===== src/rtl/sha0_pkg.sv =====
// Shared types, constants and round functions of the SHA-0 hash engine.
// No dependencies; used by every module of the engine.
`default_nettype none

package sha0_pkg;

    typedef enum logic [1:0] {
        KIND_BYTE     = 2'd0,
        KIND_END      = 2'd1,
        KIND_BYTE_END = 2'd2
    } item_kind_t;

    typedef struct packed {
        logic [7:0] data_byte;
        item_kind_t kind;
    } queue_item_t;

    typedef struct packed {
        logic        shift_en;
        logic [31:0] shift_word;
        logic        start;
        logic        chain_init;
        logic [2:0]  rd_index;
    } cmp_ctrl_t;

    typedef struct packed {
        logic        done;
        logic [31:0] digest_word;
    } cmp_stat_t;

    localparam logic [31:0] K_R0 = 32'h5A827999;
    localparam logic [31:0] K_R1 = 32'h6ED9EBA1;
    localparam logic [31:0] K_R2 = 32'h8F1BBCDC;
    localparam logic [31:0] K_R3 = 32'hCA62C1D6;

    localparam logic [31:0] H0_INIT = 32'h67452301;
    localparam logic [31:0] H1_INIT = 32'hEFCDAB89;
    localparam logic [31:0] H2_INIT = 32'h98BADCFE;
    localparam logic [31:0] H3_INIT = 32'h10325476;
    localparam logic [31:0] H4_INIT = 32'hC3D2E1F0;

    localparam logic [7:0] PAD_MARK_BYTE   = 8'h80;
    localparam logic [5:0] FILL_LAST       = 6'd63;
    localparam logic [5:0] LEN_START       = 6'd56;
    localparam logic [6:0] ROUND_LAST      = 7'd79;
    localparam logic [6:0] ROUND_SCHED     = 7'd16;
    localparam logic [2:0] LAST_WORD_INDEX = 3'd4;

    function automatic logic [31:0] rotl(input logic [31:0] x, input int unsigned n);
        rotl = (x << n) | (x >> (32 - n));
    endfunction

    function automatic logic [31:0] round_k(input logic [6:0] t);
        priority if (t < 7'd20) begin
            round_k = K_R0;
        end else if (t < 7'd40) begin
            round_k = K_R1;
        end else if (t < 7'd60) begin
            round_k = K_R2;
        end else begin
            round_k = K_R3;
        end
    endfunction

    function automatic logic [31:0] round_f(input logic [6:0] t, input logic [31:0] b,
                                            input logic [31:0] c, input logic [31:0] d);
        priority if (t < 7'd20) begin
            round_f = (b & c) | (~b & d);
        end else if (t < 7'd40) begin
            round_f = b ^ c ^ d;
        end else if (t < 7'd60) begin
            round_f = (b & c) | (b & d) | (c & d);
        end else begin
            round_f = b ^ c ^ d;
        end
    endfunction

endpackage

`default_nettype wire


===== src/rtl/sha0_front.sv =====
// Input side of the SHA-0 engine: classifies stream beats and queues them.
// Depends on sha0_pkg for the queue item type.
`default_nettype none

module sha0_front import sha0_pkg::*; #(
    parameter int DEPTH = 4
) (
    input  wire logic        aclk,
    input  wire logic        aresetn,
    input  wire logic        s_tvalid,
    output logic             s_tready,
    input  wire logic [7:0]  s_tdata,   // [7:0] data_byte
    input  wire logic [0:0]  s_tuser,   // [0] byte_present
    input  wire logic        s_tlast,
    output logic             q_valid,
    output queue_item_t      q_item,
    input  wire logic        q_ready
);

    localparam int PTR_W = (DEPTH > 1) ? $clog2(DEPTH) : 1;
    localparam int CNT_W = $clog2(DEPTH + 1);

    queue_item_t      mem_reg [DEPTH];
    logic [PTR_W-1:0] wr_ptr_reg, wr_ptr_next;
    logic [PTR_W-1:0] rd_ptr_reg, rd_ptr_next;
    logic [CNT_W-1:0] count_reg, count_next;
    logic             push, pop;
    queue_item_t      item_in;

    always_comb begin
        item_in.data_byte = s_tdata;
        unique case ({s_tuser[0], s_tlast})
            2'b10:   item_in.kind = KIND_BYTE;
            2'b01:   item_in.kind = KIND_END;
            2'b11:   item_in.kind = KIND_BYTE_END;
            default: item_in.kind = KIND_BYTE;
        endcase
    end

    assign s_tready = (count_reg != CNT_W'(DEPTH));
    assign q_valid  = (count_reg != '0);
    assign q_item   = mem_reg[rd_ptr_reg];

    // drop beats that carry neither a byte nor an end mark
    assign push = s_tvalid && s_tready && (s_tuser[0] || s_tlast);
    assign pop  = q_valid && q_ready;

    always_comb begin
        wr_ptr_next = wr_ptr_reg;
        rd_ptr_next = rd_ptr_reg;
        count_next  = count_reg;
        if (push) begin
            wr_ptr_next = (wr_ptr_reg == PTR_W'(DEPTH - 1)) ? '0 : wr_ptr_reg + 1'b1;
        end
        if (pop) begin
            rd_ptr_next = (rd_ptr_reg == PTR_W'(DEPTH - 1)) ? '0 : rd_ptr_reg + 1'b1;
        end
        if (push && !pop) begin
            count_next = count_reg + 1'b1;
        end else if (pop && !push) begin
            count_next = count_reg - 1'b1;
        end
    end

    always_ff @(posedge aclk) begin
        if (!aresetn) begin
            wr_ptr_reg <= '0;
            rd_ptr_reg <= '0;
            count_reg  <= '0;
        end else begin
            wr_ptr_reg <= wr_ptr_next;
            rd_ptr_reg <= rd_ptr_next;
            count_reg  <= count_next;
        end
    end

    always_ff @(posedge aclk) begin
        if (push) begin
            mem_reg[wr_ptr_reg] <= item_in;
        end
    end

endmodule

`default_nettype wire


===== src/rtl/sha0_compress.sv =====
// SHA-0 compression unit: chaining values, schedule shift line, one round a cycle.
// Depends on sha0_pkg for constants, round functions and control structs.
`default_nettype none

module sha0_compress import sha0_pkg::*; (
    input  wire logic      aclk,
    input  wire logic      aresetn,
    input  wire cmp_ctrl_t ctrl,
    output cmp_stat_t      stat
);

    logic [31:0] chain_reg [5];
    logic [31:0] win_reg   [16];
    logic [31:0] wv_reg    [5];
    logic [6:0]  round_reg;
    logic        busy_reg;
    logic        add_reg;

    logic [31:0] w, f, k, tmp;

    always_comb begin
        if (round_reg < ROUND_SCHED) begin
            w = win_reg[0];
        end else begin
            w = win_reg[13] ^ win_reg[8] ^ win_reg[2] ^ win_reg[0];
        end
        f   = round_f(round_reg, wv_reg[1], wv_reg[2], wv_reg[3]);
        k   = round_k(round_reg);
        tmp = rotl(wv_reg[0], 5) + f + wv_reg[4] + k + w;
    end

    always_comb begin
        stat.done = add_reg;
        unique case (ctrl.rd_index)
            3'd0:    stat.digest_word = chain_reg[0];
            3'd1:    stat.digest_word = chain_reg[1];
            3'd2:    stat.digest_word = chain_reg[2];
            3'd3:    stat.digest_word = chain_reg[3];
            default: stat.digest_word = chain_reg[4];
        endcase
    end

    always_ff @(posedge aclk) begin
        if (!aresetn) begin
            busy_reg  <= 1'b0;
            add_reg   <= 1'b0;
            round_reg <= '0;
        end else begin
            add_reg <= busy_reg && (round_reg == ROUND_LAST);
            if (ctrl.start) begin
                busy_reg  <= 1'b1;
                round_reg <= '0;
            end else if (busy_reg) begin
                if (round_reg == ROUND_LAST) begin
                    busy_reg  <= 1'b0;
                    round_reg <= '0;
                end else begin
                    round_reg <= round_reg + 7'd1;
                end
            end
        end
    end

    always_ff @(posedge aclk) begin
        if (!aresetn || ctrl.chain_init) begin
            chain_reg[0] <= H0_INIT;
            chain_reg[1] <= H1_INIT;
            chain_reg[2] <= H2_INIT;
            chain_reg[3] <= H3_INIT;
            chain_reg[4] <= H4_INIT;
        end else if (add_reg) begin
            for (int i = 0; i < 5; i++) begin
                chain_reg[i] <= chain_reg[i] + wv_reg[i];
            end
        end
    end

    always_ff @(posedge aclk) begin
        if (ctrl.shift_en || busy_reg) begin
            for (int i = 0; i < 15; i++) begin
                win_reg[i] <= win_reg[i + 1];
            end
            win_reg[15] <= ctrl.shift_en ? ctrl.shift_word : w;
        end
    end

    always_ff @(posedge aclk) begin
        if (ctrl.start) begin
            for (int i = 0; i < 5; i++) begin
                wv_reg[i] <= chain_reg[i];
            end
        end else if (busy_reg) begin
            wv_reg[0] <= tmp;
            wv_reg[1] <= wv_reg[0];
            wv_reg[2] <= rotl(wv_reg[1], 30);
            wv_reg[3] <= wv_reg[2];
            wv_reg[4] <= wv_reg[3];
        end
    end

endmodule

`default_nettype wire


===== src/rtl/sha0_pad.sv =====
// Back-end sequencer: block assembly, padding, length field and digest output.
// Depends on sha0_pkg; drives sha0_compress through the control struct.
`default_nettype none

module sha0_pad import sha0_pkg::*; (
    input  wire logic         aclk,
    input  wire logic         aresetn,
    input  wire logic         q_valid,
    input  wire queue_item_t  q_item,
    output logic              q_ready,
    output cmp_ctrl_t         ctrl,
    input  wire cmp_stat_t    stat,
    output logic              m_tvalid,
    input  wire logic         m_tready,
    output logic [31:0]       m_tdata,   // [31:0] digest_word
    output logic [2:0]        m_tuser,   // [2:0] word_index
    output logic              m_tlast
);

    typedef enum logic [5:0] {
        S_IDLE = 6'b000001,
        S_MARK = 6'b000010,
        S_ZERO = 6'b000100,
        S_LEN  = 6'b001000,
        S_WAIT = 6'b010000,
        S_OUT  = 6'b100000
    } pad_state_t;

    pad_state_t  state_reg, state_next;
    pad_state_t  ret_reg, ret_next, wrap_ret;
    logic [5:0]  fill_reg, fill_next;
    logic [63:0] bits_reg, bits_next;
    logic [23:0] acc_reg, acc_next;
    logic [2:0]  emit_reg, emit_next;
    logic        out_valid_reg, out_valid_next;
    logic [31:0] out_data_reg, out_data_next;
    logic [2:0]  out_idx_reg, out_idx_next;
    logic        out_last_reg, out_last_next;
    logic        put_en;
    logic [7:0]  put_val;

    assign m_tvalid = out_valid_reg;
    assign m_tdata  = out_data_reg;
    assign m_tuser  = out_idx_reg;
    assign m_tlast  = out_last_reg;

    always_comb begin
        state_next     = state_reg;
        ret_next       = ret_reg;
        wrap_ret       = S_IDLE;
        fill_next      = fill_reg;
        bits_next      = bits_reg;
        acc_next       = acc_reg;
        emit_next      = emit_reg;
        out_valid_next = out_valid_reg && !m_tready;
        out_data_next  = out_data_reg;
        out_idx_next   = out_idx_reg;
        out_last_next  = out_last_reg;
        q_ready        = 1'b0;
        put_en         = 1'b0;
        put_val        = '0;
        ctrl           = '0;
        ctrl.rd_index  = emit_reg;

        unique case (state_reg)
            S_IDLE: begin
                q_ready = 1'b1;
                if (q_valid) begin
                    unique case (q_item.kind)
                        KIND_BYTE: begin
                            put_en    = 1'b1;
                            put_val   = q_item.data_byte;
                            bits_next = bits_reg + 64'd8;
                            wrap_ret  = S_IDLE;
                        end
                        KIND_BYTE_END: begin
                            put_en     = 1'b1;
                            put_val    = q_item.data_byte;
                            bits_next  = bits_reg + 64'd8;
                            wrap_ret   = S_MARK;
                            state_next = S_MARK;
                        end
                        default: begin
                            state_next = S_MARK;
                        end
                    endcase
                end
            end
            S_MARK: begin
                put_en     = 1'b1;
                put_val    = PAD_MARK_BYTE;
                wrap_ret   = S_ZERO;
                state_next = S_ZERO;
            end
            S_ZERO: begin
                wrap_ret = S_ZERO;
                if (fill_reg == LEN_START) begin
                    state_next = S_LEN;
                end else begin
                    put_en = 1'b1;
                end
            end
            S_LEN: begin
                put_en   = 1'b1;
                put_val  = bits_reg[{~fill_reg[2:0], 3'b000} +: 8];
                wrap_ret = S_OUT;
            end
            S_WAIT: begin
                if (stat.done) begin
                    state_next = ret_reg;
                end
            end
            S_OUT: begin
                if (!out_valid_reg || m_tready) begin
                    out_valid_next = 1'b1;
                    out_data_next  = stat.digest_word;
                    out_idx_next   = emit_reg;
                    out_last_next  = (emit_reg == LAST_WORD_INDEX);
                    if (emit_reg == LAST_WORD_INDEX) begin
                        emit_next       = '0;
                        ctrl.chain_init = 1'b1;
                        fill_next       = '0;
                        bits_next       = '0;
                        state_next      = S_IDLE;
                    end else begin
                        emit_next = emit_reg + 3'd1;
                    end
                end
            end
            default: begin
                state_next = S_IDLE;
            end
        endcase

        // gather bytes into big-endian words; compress on the last byte of a block
        if (put_en) begin
            acc_next  = {acc_reg[15:0], put_val};
            fill_next = fill_reg + 6'd1;
            if (fill_reg[1:0] == 2'b11) begin
                ctrl.shift_en   = 1'b1;
                ctrl.shift_word = {acc_reg, put_val};
            end
            if (fill_reg == FILL_LAST) begin
                ctrl.start = 1'b1;
                ret_next   = wrap_ret;
                state_next = S_WAIT;
            end
        end
    end

    always_ff @(posedge aclk) begin
        if (!aresetn) begin
            state_reg     <= S_IDLE;
            ret_reg       <= S_IDLE;
            fill_reg      <= '0;
            bits_reg      <= '0;
            emit_reg      <= '0;
            out_valid_reg <= 1'b0;
        end else begin
            state_reg     <= state_next;
            ret_reg       <= ret_next;
            fill_reg      <= fill_next;
            bits_reg      <= bits_next;
            emit_reg      <= emit_next;
            out_valid_reg <= out_valid_next;
        end
    end

    always_ff @(posedge aclk) begin
        acc_reg      <= acc_next;
        out_data_reg <= out_data_next;
        out_idx_reg  <= out_idx_next;
        out_last_reg <= out_last_next;
    end

endmodule

`default_nettype wire


===== src/rtl/sha0_hash_engine_top.sv =====
// Top level of the SHA-0 hash engine: input queue, padding sequencer, compression unit.
// Depends on sha0_pkg, sha0_front, sha0_pad and sha0_compress.
//
//   channel   direction  tdata              tuser            tlast
//   s_        in         [7:0] data_byte    [0] byte_present end_of_message
//   m_        out        [31:0] digest_word [2:0] word_index last_word
//
// A 64-byte block is gathered one byte a cycle, except while a block compresses or the
// queue is empty, and is then compressed in the one-round-a-cycle unit (80 rounds, one
// chaining add). Message end, also on an end beat without a byte, adds the 0x80 mark,
// zero bytes and the length field, compresses each padded block, then five output beats.
// The input queue takes QUEUE_DEPTH beats while the back end is busy.
// Reset is synchronous, active low, and needs a single cycle; there is no clear sweep.
// A stalled output beat holds; the back end stalls only at the next digest word.
`default_nettype none

module sha0_hash_engine_top import sha0_pkg::*; #(
    parameter int QUEUE_DEPTH = 4
) (
    input  wire logic        aclk,
    input  wire logic        aresetn,
    input  wire logic        s_tvalid,
    output logic             s_tready,
    input  wire logic [7:0]  s_tdata,   // [7:0] data_byte
    input  wire logic [0:0]  s_tuser,   // [0] byte_present
    input  wire logic        s_tlast,
    output logic             m_tvalid,
    input  wire logic        m_tready,
    output logic [31:0]      m_tdata,   // [31:0] digest_word
    output logic [2:0]       m_tuser,   // [2:0] word_index
    output logic             m_tlast
);

    logic        q_valid;
    logic        q_ready;
    queue_item_t q_item;
    cmp_ctrl_t   cmp_ctrl;
    cmp_stat_t   cmp_stat;

    sha0_front #(
        .DEPTH (QUEUE_DEPTH)
    ) u_front (
        .aclk     (aclk),
        .aresetn  (aresetn),
        .s_tvalid (s_tvalid),
        .s_tready (s_tready),
        .s_tdata  (s_tdata),
        .s_tuser  (s_tuser),
        .s_tlast  (s_tlast),
        .q_valid  (q_valid),
        .q_item   (q_item),
        .q_ready  (q_ready)
    );

    sha0_pad u_pad (
        .aclk     (aclk),
        .aresetn  (aresetn),
        .q_valid  (q_valid),
        .q_item   (q_item),
        .q_ready  (q_ready),
        .ctrl     (cmp_ctrl),
        .stat     (cmp_stat),
        .m_tvalid (m_tvalid),
        .m_tready (m_tready),
        .m_tdata  (m_tdata),
        .m_tuser  (m_tuser),
        .m_tlast  (m_tlast)
    );

    sha0_compress u_compress (
        .aclk    (aclk),
        .aresetn (aresetn),
        .ctrl    (cmp_ctrl),
        .stat    (cmp_stat)
    );

endmodule

`default_nettype wire


===== config.mk =====
export PLATFORM = sky130hd
export DESIGN_NAME = sha0_hash_engine_top
export DESIGN_NICKNAME = d
export VERILOG_FILES = /design/src/rtl/sha0_pkg.sv /design/src/rtl/sha0_front.sv /design/src/rtl/sha0_compress.sv /design/src/rtl/sha0_pad.sv /design/src/rtl/sha0_hash_engine_top.sv
export SDC_FILE = /design/constraint.sdc
export NUM_CORES = 2
export LEC_CHECK = 0
export BUFFER_PORTS_ARGS = -buffer_cell sky130_fd_sc_hd__buf_2
export CAP_MARGIN = 20
export CORE_MARGIN = 1
export CORE_UTILIZATION = 30
export CTS_BUF_LIST = sky130_fd_sc_hd__clkbuf_4 sky130_fd_sc_hd__clkbuf_8
export DETAILED_ROUTE_END_ITERATION = 10
export SLEW_MARGIN = 40
export SYNTH_ARGS = -nofsm -noshare
export SYNTH_HDL_FRONTEND = slang
export SYNTH_SLANG_ARGS = --single-unit

===== constraint.sdc =====
create_clock -name aclk -period 18.35 [get_ports aclk]
set_clock_uncertainty 0.15 [all_clocks]
set_input_delay 0 -clock aclk [delete_from_list [all_inputs] [get_ports aclk]]
set_output_delay 0 -clock aclk [all_outputs]
set_load 0.05 [all_outputs]

==> impl_metrics.csv <==
group,metric,value,unit
status,outcome,"complete, no violations",
floorplanning,fp.dieW,414,µm
cts,postCtsHoldBufs,25,
timing,tns,0,ns
grt,grt_max_degree,91,
route,maxUsedRoutingLayer,"met4",
critical_path,critPathMaxFanout,21,
synth,synth-seq-cells,1031,
timing,fin_crit_sh,41.9,%
grt,antenna_found_initial,2,
synth,syn-num-nets,4270,
synth,ys.flop_type,"edfxtp_1",
synth,synth-async-reset-ratio,0,%
cts,clk_pin_slew_worst_paths,0.07,ns
synth,yosys_warnings,0,
cts,cts_max_path_buffers,3,
grt,grt_pass1_vias,31800,
final_layout,largest_register_ffs,512,
route,met1_length,57.3,mm
route,viasPerCell,5.01,
hold_path,hp-class,"in2reg",
floorplanning,coreArea,0.168,mm²
timing,max_slew_margin,41.9,%
critical_path,slowest_delay,0.69,ns
synth,seq_area_frac_synth,58.7,%
placement,routabilityCongestion,0.917,
power_and_ir_drop,power_density,86.9,mW/mm²
cts,ctsResizeCount,0,
floorplanning,die-area,0.172,mm²
timing,timing.hold.ws,0.0901,ns
critical_path,critPathKind,"reg2reg",
synth,syn_area_per_cell,13.0,µm²
critical_path,critPathBufInv,5,
cts,clock_latency,0.88,ns
timing,setup_viol,0,
route,wl_met3,6.65,mm
grt,grt_overflow,0,
timing,setup_ws,10.66,ns
critical_path,crit_arrival,8.25,ns
final_layout,fillers,16200,
cts,cts_setup_buffers,0,
critical_path,critPathSlowestCell,"clkinv_1",
floorplanning,io_pins,52,
critical_path,worstRegToRegCells,21,
final_layout,layout-drive-gt1-share,13.4,%
critical_path,crit_chain,"a41oi_2 > nand2_2 > inv_1 > buf_4 > nor2_2 > clkinv_1 > o221a_2 > fa_1 > inv_1 > fa_1 > fa_1 > inv_1 > ha_1 > and4_1 > a221oi_1 > o21ai_0 > a221o_1 > o221a_2 > a41o_1 > or4_1 > nand3_1",
critical_path,endpoint_kind,"register",
floorplanning,die_h,414,µm
floorplanning,start_util,30.4,%
placement,place_hpwl,90.3,mm
synth,synth_cell_type_count,86,
synth,netlist_instances,3922,
final_layout,area_growth,13.1,%
synth,synth_edf_count,932,
cts,htree_levels,4,
route,vias,32300,
final_layout,multi_input_area,0.0199,mm²
route,drt_iter0_markers,2545,
timing,clock.fmax,130,MHz
timing,rsz0062_at_grt,"no",
final_layout,fin_nets,4445,
critical_path,path_depth,21,
route,dr.pass1.iters,6,
critical_path,cp.required,18.91,ns
timing,final_hold_viol_count,0,
power_and_ir_drop,cellLeakagePower,20.1,nW
placement,place.port_buffers,51,
placement,dp_slack,10.82,ns
critical_path,cp-startpoint,"u_compress.round_reg[4]",
grt,grt_pass1_wl,196,mm
critical_path,cp-start-kind,"register",
timing,worstMarginPinSlew,0.866,ns
synth,synth_area,0.0510,mm²
timing,slew_violations,0,
critical_path,r2r_start,"u_compress.round_reg[4]",
critical_path,r2r_end,"u_compress.wv_reg[0][28]",
critical_path,cp-endpoint,"u_compress.wv_reg[0][28]",
cts,cts_made_buffers,167,
grt,grt.total_usage,14.8,%
critical_path,rrSetupSlack,10.66,ns
job,max_cap_violations,0,
power_and_ir_drop,ir_drop,0.0000622,V
timing,min_period,7.69,ns
floorplanning,rows,150,
cts,cts_tree,"done",
route,post_drt_wl_per_cell,20.1,µm
cts,root_buffer,"clkbuf_8",
final_layout,regArea,0.0300,mm²
route,wl_met2,61.1,mm
route,ant_nets,0,
cts,clock_sinks,1031,
route,wl,129,mm
critical_path,crit_family,"compound AO/OA/AOI/OAI gates",
route,drcViolationCount,0,
synth_stat cells (64+ instances only):
master,number,area (µm²)
dfxtp_1,99,1980
a21oi_1,193,966
edfxtp_1,932,28000
xor2_1,142,1240
mux2_2,120,1350
nand2_1,231,867
a21o_1,64,480
fa_1,120,2400
clkbuf_1,77,289
ha_1,214,2680
nor2_1,321,1200
o21ai_0,162,811
o21a_1,76,571
inv_1,210,788
a22oi_1,70,526
nand3_1,96,480
xnor2_1,145,1270
per-layer routing:
metal / vias up / GRT usage (%)
met4: 0 / 5.78
li1: 15000 / -
met2: 958 / 24.1
met5: - / 0
met1: 16100 / 19.8
met3: 223 / 2.21
cell families after synthesis:
| logic type | after synthesis | synth area share (%) |
|---|---|---|
| xor+xnor | 287 | 4.93 |
| mux | 195 | 4.75 |
| fa+ha+maj | 334 | 9.96 |
| flops | 1031 | 58.7 |
| buf+inv | 324 | 2.46 |
| simple gates | 966 | 8.97 |
| compound gates | 785 | 10.2 |
worst min path at each step:
stage               start                    end  cells after the start
4_1_cts          s_tvalid  u_front.wr_ptr_reg[1]                      6
3_5_place_dp   s_tdata[4]  u_front.mem_reg[0][6]                      1
2_1_floorplan  s_tdata[0]  u_front.mem_reg[0][2]                      0
5_1_grt           aresetn     u_pad.state_reg[2]                      4
6_report          aresetn     u_pad.state_reg[5]                      4
3_3_place_gp   s_tdata[4]  u_front.mem_reg[1][6]                      1
layout make-up:
class,instances,share of cell area [%]
Antenna cell,1,0.00434
Clock buffer,227,4.83
Clock inverter,74,1.01
Inverter,214,1.39
Multi-Input combinational cell,2567,34.5
Sequential cell,1031,51.9
Tap cell,2204,4.78
Timing Repair Buffer,116,1.50
per-stage QoR:
step	instances	power [W]	cell area, µm²	util (%)
floorplan	3922	0.00293	51000	-
detailed placement	6105	0.00303	54000	32.2
CTS	6431	0.00508	57600	34.3
finish	6434	0.00501	57700	34.3
global placement	6104	0.00302	53900	32.1
global route	6434	0.00521	57700	34.3
worst reg2reg max path: cells and delay by family, from the launching register on:
kind / cells / cell delay, ns
AOI/OAI and AO/OA: 7 / 2.39
DFF: 1 / 0.53
and+or+nand+nor: 5 / 1.49
buffers and inverters: 5 / 1.14
adders and majority gates: 4 / 1.84
power by group:
part / internal (W) / switching [W] / total [W]
Combinational: 0.000120 / 0.000188 / 0.000308
Sequential: 0.00261 / 0.0000560 / 0.00267
Clock: 0.00109 / 0.000945 / 0.00204
placed cells by master (no fill, tap or decap), types with 36 or more instances in the layout:
cell type / instances
mux2i_1: 52
nor2_1: 319
nor3_1: 51
inv_1: 208
nand3_1: 94
clkbuf_4: 54
a22oi_1: 70
xor2_1: 142
fa_1: 120
clkbuf_8: 173
ha_1: 213
nand2_1: 227
dfxtp_1: 99
a21o_1: 64
mux2_2: 120
a21oi_1: 193
o21a_1: 76
xnor2_1: 144
or3_1: 36
buf_2: 52
edfxtp_1: 932
o21ai_0: 162
Note: power is estimated with default switching activity, not from simulation.
